==> src/hdl/pasl_pkg.sv <==
package pasl_pkg;

  localparam int TABLE_ENTRIES_DEF = 64;
  localparam int KEY_W  = 64;
  localparam int CNT_W  = 7;
  localparam int STAT_W = 3;

  localparam logic [STAT_W-1:0] ST_DONE        = 3'd0;
  localparam logic [STAT_W-1:0] ST_TOTAL_FULL  = 3'd1;
  localparam logic [STAT_W-1:0] ST_AT_LIMIT    = 3'd2;
  localparam logic [STAT_W-1:0] ST_UNKNOWN     = 3'd3;
  localparam logic [STAT_W-1:0] ST_TABLE_ERROR = 3'd4;

  localparam logic CMD_ADMIT   = 1'b0;
  localparam logic CMD_RELEASE = 1'b1;

  localparam logic REG_PER_ADDR_LIMIT = 1'b0;
  localparam logic REG_TOTAL_LIMIT    = 1'b1;

  localparam logic [CNT_W-1:0] PER_ADDR_LIMIT_RST = 7'd4;
  localparam logic [CNT_W-1:0] TOTAL_LIMIT_RST    = 7'd64;

  // search token travelling down the cell chain
  typedef struct packed {
    logic             valid;
    logic             hit;
    logic             free;
    logic [CNT_W-1:0] hit_cnt;
  } tok_t;

  // table write broadcast to all cells
  typedef struct packed {
    logic             en;
    logic             key_en;
    logic [CNT_W-1:0] cnt;
  } wr_t;

endpackage

==> src/hdl/pasl_cell.sv <==
module pasl_cell #(
  parameter int IDX_W = 6,
  parameter int INDEX = 0
) (
  input  logic                     clk,
  input  logic                     rst_n,
  input  logic [pasl_pkg::KEY_W-1:0] req_key,
  input  pasl_pkg::tok_t           tok_in,
  input  logic [IDX_W-1:0]         hit_idx_in,
  input  logic [IDX_W-1:0]         free_idx_in,
  output pasl_pkg::tok_t           tok_out,
  output logic [IDX_W-1:0]         hit_idx_out,
  output logic [IDX_W-1:0]         free_idx_out,
  input  pasl_pkg::wr_t            wr,
  input  logic [IDX_W-1:0]         wr_idx
);

  localparam logic [IDX_W-1:0] MY_IDX = IDX_W'(INDEX);

  logic [pasl_pkg::KEY_W-1:0] key_r;
  logic [pasl_pkg::CNT_W-1:0] cnt_r;
  pasl_pkg::tok_t             tok_r, tok_nxt;
  logic [IDX_W-1:0]           hit_idx_r, hit_idx_nxt;
  logic [IDX_W-1:0]           free_idx_r, free_idx_nxt;
  logic                       live, match, sel;

  assign live  = (cnt_r != '0);
  assign match = live && (key_r == req_key);
  assign sel   = wr.en && (wr_idx == MY_IDX);

  always_comb begin
    tok_nxt      = tok_in;
    hit_idx_nxt  = hit_idx_in;
    free_idx_nxt = free_idx_in;
    if (!tok_in.hit && match) begin
      tok_nxt.hit     = 1'b1;
      tok_nxt.hit_cnt = cnt_r;
      hit_idx_nxt     = MY_IDX;
    end
    if (!tok_in.free && !live) begin
      tok_nxt.free = 1'b1;
      free_idx_nxt = MY_IDX;
    end
  end

  always_ff @(posedge clk) begin
    if (!rst_n) begin
      cnt_r <= '0;
      tok_r <= '0;
    end else begin
      tok_r <= tok_nxt;
      if (sel) begin
        cnt_r <= wr.cnt;
      end
    end
  end

  always_ff @(posedge clk) begin
    hit_idx_r  <= hit_idx_nxt;
    free_idx_r <= free_idx_nxt;
    if (sel && wr.key_en) begin
      key_r <= req_key;
    end
  end

  assign tok_out      = tok_r;
  assign hit_idx_out  = hit_idx_r;
  assign free_idx_out = free_idx_r;

endmodule

==> config.mk <==
export PLATFORM = sky130hd
export DESIGN_NAME = pasl_cell
export DESIGN_NICKNAME = d
export VERILOG_FILES = /design/src/hdl/pasl_pkg.sv /design/src/hdl/pasl_cell.sv
export SDC_FILE = /design/constraint.sdc
export NUM_CORES = 1
export LEC_CHECK = 0
export BUFFER_PORTS_ARGS = -buffer_cell sky130_fd_sc_hd__buf_2
export CORE_MARGIN = 3
export CORE_UTILIZATION = 49
export CTS_CLUSTER_DIAMETER = 30
export CTS_CLUSTER_SIZE = 10
export DETAILED_ROUTE_END_ITERATION = 7
export PLACE_DENSITY_LB_ADDON = 0.12
export RECOVER_POWER = 25
export SETUP_SLACK_MARGIN = 0.1
export SLEW_MARGIN = 20
export SYNTH_ARGS = -nofsm -noshare
export SYNTH_HDL_FRONTEND = slang
export SYNTH_SLANG_ARGS = --single-unit
==> constraint.sdc <==
create_clock -name clk -period 3.4 [get_ports clk]
set_input_delay 0 -clock clk [delete_from_list [all_inputs] [get_ports clk]]
set_output_delay 0 -clock clk [all_outputs]
set_load 0.05 [all_outputs]
* Yosys cells after proc, flatten, opt, wreduce, memory -nomap -nowiden
Index checks and enable logic that the tools add are counted.
** Cells by class
- Equality and inequality tests :: 1
- Muxes and demuxes :: 3
- Reductions and logical operators :: 10
** Operators with widths (count)
- $eq 64x64->1 :: 1
- $mux 7 :: 1
- $reduce_bool 7->1 :: 1
- $logic_not 6->1 :: 1
- $logic_and 1x1->1 :: 5
- $logic_not 1->1 :: 3
- $mux 1 :: 2
** Storage, ports and cells
- Input port bits :: 103
- Output and inout port bits :: 22
- Register bits :: 93
- Word-level logic and storage cells :: 22

* Depth between registers and ports, before layout
- Word-level depth :: 4
- Mapped depth :: 7

* Least setup slack after synthesis
OpenSTA, ideal clock, no wires.
- Kind :: input port to flip-flop
- From :: input wr_idx[2]
- To :: register key_r[0] (netlist name), enable pin
- Setup time :: 0.429 ns
- Data required time :: 2.971 ns
- Arrival time :: 1.949 ns
- Stages :: 2
- Buffers on the path :: 0
- Path slack :: 1.022 ns
- Cells stage by stage :: nor4b_1 -> and3_1
** Between the ends
- Longest elaborated chain between the ends :: 3
** Ends and longest elaborated chain
- start: declaration :: line pasl_cell.sv:15 : input logic [IDX_W-1:0] wr_idx
- $logic_not 6->1 :: line pasl_cell.sv:29 : assign sel = wr.en && (wr_idx == MY_IDX);
- $logic_and 1x1->1 :: line pasl_cell.sv:29
- $logic_and 1x1->1 :: line pasl_cell.sv:61 : if (sel && wr.key_en) begin
- end signal: assignment :: line pasl_cell.sv:62 : key_r <= req_key;
- end: declaration :: line pasl_cell.sv:20 : logic [pasl_pkg::KEY_W-1:0] key_r;
Every way passes these cells.
A chain may end at the register's enable or synchronous reset.

* Worst setup path after layout
- From :: register key_r[27] (netlist name)
- To :: register hit_idx_r[5] (netlist: hit_idx_out[5])
** Between the ends
- Longest elaborated chain between the ends :: 3
** Ends and longest elaborated chain
- $eq 64x64->1 :: line pasl_cell.sv:28 : assign match = live && (key_r == req_key);
- $logic_and 1x1->1 :: line pasl_cell.sv:28
- $logic_and 1x1->1 :: line pasl_cell.sv:35 : if (!tok_in.hit && match) begin
- end signal: assignment :: line pasl_cell.sv:59 : hit_idx_r <= hit_idx_nxt;
- end: declaration :: line pasl_cell.sv:23 : logic [IDX_W-1:0] hit_idx_r, hit_idx_nxt;
Every way passes these cells.

==> metrics.md <==
| Metric | Value |
|---|---|
| Total wirelength of the detailed-routed design | 8270 um |
| Clock latency of the later-clocked register in the worst-skew pair | 0.34 ns |
| Number of resized instances in the post-cts repair step | 0 |
| DR DRC count | 0 |
| Initial core utilization | 0.517 |
| Number of buffers added for setup after CTS | 0 |
| Final critical delay including setup and external delays | 2.39 ns |
| CTS tree | built |
| Commonest cells in the netlist | edfxtp_1, xnor2_1, dfxtp_1 |
| Netlist area before placement | 3610 um2 |
| Power per cell area | 410 nW/um2 |
| Clk Tree Root Cell | clkbuf_8 |
| Tot Pwr | 2.24 mW |
| Count of flip-flops with a built-in enable after synthesis | 64 |
| Unrepaired setup endpoints after global routing | no |
| Area Growth Syn to Fin | 51.2% |
| Final setup violation count | 0 |
| Critical path buffers and inverters | 0 |
| Number of buffers inserted for hold repair after clock tree synthesis | 97 |
| Row count | 30 |
| Leakage power summed over all cells | 2.03 nW |
| Area of the placeable core | 6980 um2 |
| Placed instance count | 461 |
| Largest net degree at the start of global routing | 61 |
| First-pass detailed-route iteration total | 6 |
| Die width | 91.8 um |
| Area used by sequential logic in the layout | 2500 um2 |
| Diodes inserted | 0 |
| Global-route wire length before repair | 13300 um |
| Synthesized Nets | 346 |
| CP endpoint kind | flip-flop |
| Routed length per instance | 14.4 um |
| Count of state elements after synthesis | 93 |
| Routability-driven placement congestion ratio | 0.786 |
| CTS max path bufs | 2 |
| CP arrival | 2.63 ns |
| Layout fillers | 461 |
| Gr ovfl total | 0 |
| Crit path max-delay cell type | nor3_2 |
| Worst slack, placed | 0.998 ns |
| Average cell area after synthesis | 14.9 um2 |
| Biggest fanout along the worst timing path | 13 |
| Crit-path max cell delay | 0.81 ns |
| Detailed-route via count | 2621 |
| Die footprint | 8440 um2 |
| Max Fclk | 419 MHz |
| Reported max-cap violation count | 0 |
| Worst Setup Path Type | flip-flop to flip-flop |
| Number of antenna violations at the first check in global routing | 0 |
| H-tree levels | 3 |
| Average via count per standard cell | 4.57 |
| Warnings, synthesis | 0 |
| Slew @ Worst Pin | 0.995 ns |
| Clock tree sinks | 93 |
| Number of top-level pins | 125 |
| Worst-path cell chain | xnor2_1, nand4_1, nor4_1, nand2_1, nor3_2, and2b_1 |
| Final hold slack | 0.0711 ns |
| Critical path launch point type | flip-flop |
| Synth unique cells | 20 |
| Count of nets left with antenna violations after detail routing | 0 |
| Pins Over Slew Limit | 0 |
| Path category of the worst min-delay check | input port to flip-flop |
| Final worst slack | 1.01 ns |
| Most instantiated library cell after synthesis | edfxtp_1 |
| Cell taking the most area after synthesis | edfxtp_1 |
| Setup skew after layout | 0.0107 ns |
| Gate family responsible for the most delay along the worst path | simple AND/OR/NAND/NOR gates |
| Hold violation count in the final report | 0 |
| Area of the multi-input gates | 1090 um2 |
| Sum Neg Setup Slack | 0 ns |
| DRC violation total after the first TritonRoute iteration | 117 |
| Placed wire-length estimate after detailed placement | 5150 um |
| Number of global-route vias before repair | 2871 |
| Relative slew slack | 0.333 |
| Fraction of layout cells with a size suffix above 1 | 0.207 |
| Total global routing track utilization | 0.201 |
| Top cell type's share of synthesized area | 0.532 |
| TritonCTS Buffers | 9 |
| Max rail drop VDD | 0.254 mV |
| Layout Cells excl Fill | 574 |
| Register area share after synthesis | 0.693 |
| Outcome | finished clean |
| Proportion of register bits with asynchronous set or reset after synthesis | 0 |
| # nets final | 576 |
| Ratio of final minimum period to clock period | 0.703 |
| Primary flip-flop cell chosen by synthesis mapping | edfxtp_1 |
| Area contributors post-synth | edfxtp_1, dfxtp_1, xnor2_1 |
| Clock-pin slew of the registers on the worst-case setup and hold paths | 0.08 ns |
| Total of buffers placed on input and output ports | 124 |
| Die height | 91.8 um |
| Cells after Synth | 243 |
| Worst endpoint required time | 3.64 ns |
==> routing by layer <==
metal  vias up  share of wire  GRT usage
met5         -              0          0
met4         0          0.024      0.101
met3        16          0.043     0.0386
met2        83           0.52      0.349
met1      1196           0.42      0.237
li1       1326              -          -
==> stage by stage <==
stage / area [um2] / util
after CTS: 5510 / 0.790
final: 5460 / 0.782
after global routing: 5460 / 0.782
after detailed placement: 4340 / 0.622
after floorplan: 3610 / -
after global placement: 4340 / 0.622
==> flip-flops by register name, summed over array words and instances (netlist names) <==
signal        cells
tok_out          10
cnt_r             7
free_idx_out      6
hit_idx_out       6
key_r            64
==> final cells by class <==
cell class	count	share of cell area
tap	96	0.0220
multi-input combinational	147	0.200
timing repair buffer	222	0.283
clock buffer	10	0.0234
sequential	93	0.458
clock inverter	6	0.0133
==> kinds of logic after synthesis <==
| kind of cell | count (synthesis) | synth area share |
|---|---|---|
| flops | 93 | 0.693 |
| xor+xnor | 64 | 0.155 |
| mux | 14 | 0.0388 |
| buf+inv | 3 | 0.00520 |
| compound gates | 2 | 0.00346 |
| simple gates | 67 | 0.104 |
==> worst paths after layout <==
| kind | startpoint | to | slack (ns) | depth (start not counted) |
|---|---|---|---|---|
| worst max register to register | key_r[27] | hit_idx_out[5] | 1.01 | 6 |
| worst max-delay path | key_r[27] | hit_idx_out[5] | 1.01 | 6 |
| worst min-delay path | rst_n | tok_out[8] | 0.07 | 2 |
| worst min register to register | cnt_r[1] | tok_out[1] | 0.49 | 2 |
==> cell usage in the layout, fill, tap and decap left out, drive strengths merged, types with 3 or more instances in the layout <==
cell type and count:
nor4 5, nor2b 18, xnor2 60, clkbuf 53, dlygate4sd3 97, nor3 4
xor2 4, clkinv 3, nand4 16, dfxtp 29, edfxtp 64, buf 82
nand2 17, mux2i 14
==> power by group <==
| part | switching [mW] | total, mW | internal [mW] |
|---|---|---|---|
| clock | 0.377 | 0.723 | 0.347 |
| combinational | 0.135 | 0.289 | 0.154 |
| sequential | 0.00484 | 1.23 | 1.22 |
| total | 0.517 | 2.24 | 1.72 |
No activity file was read; power rests on OpenSTA's default activity.
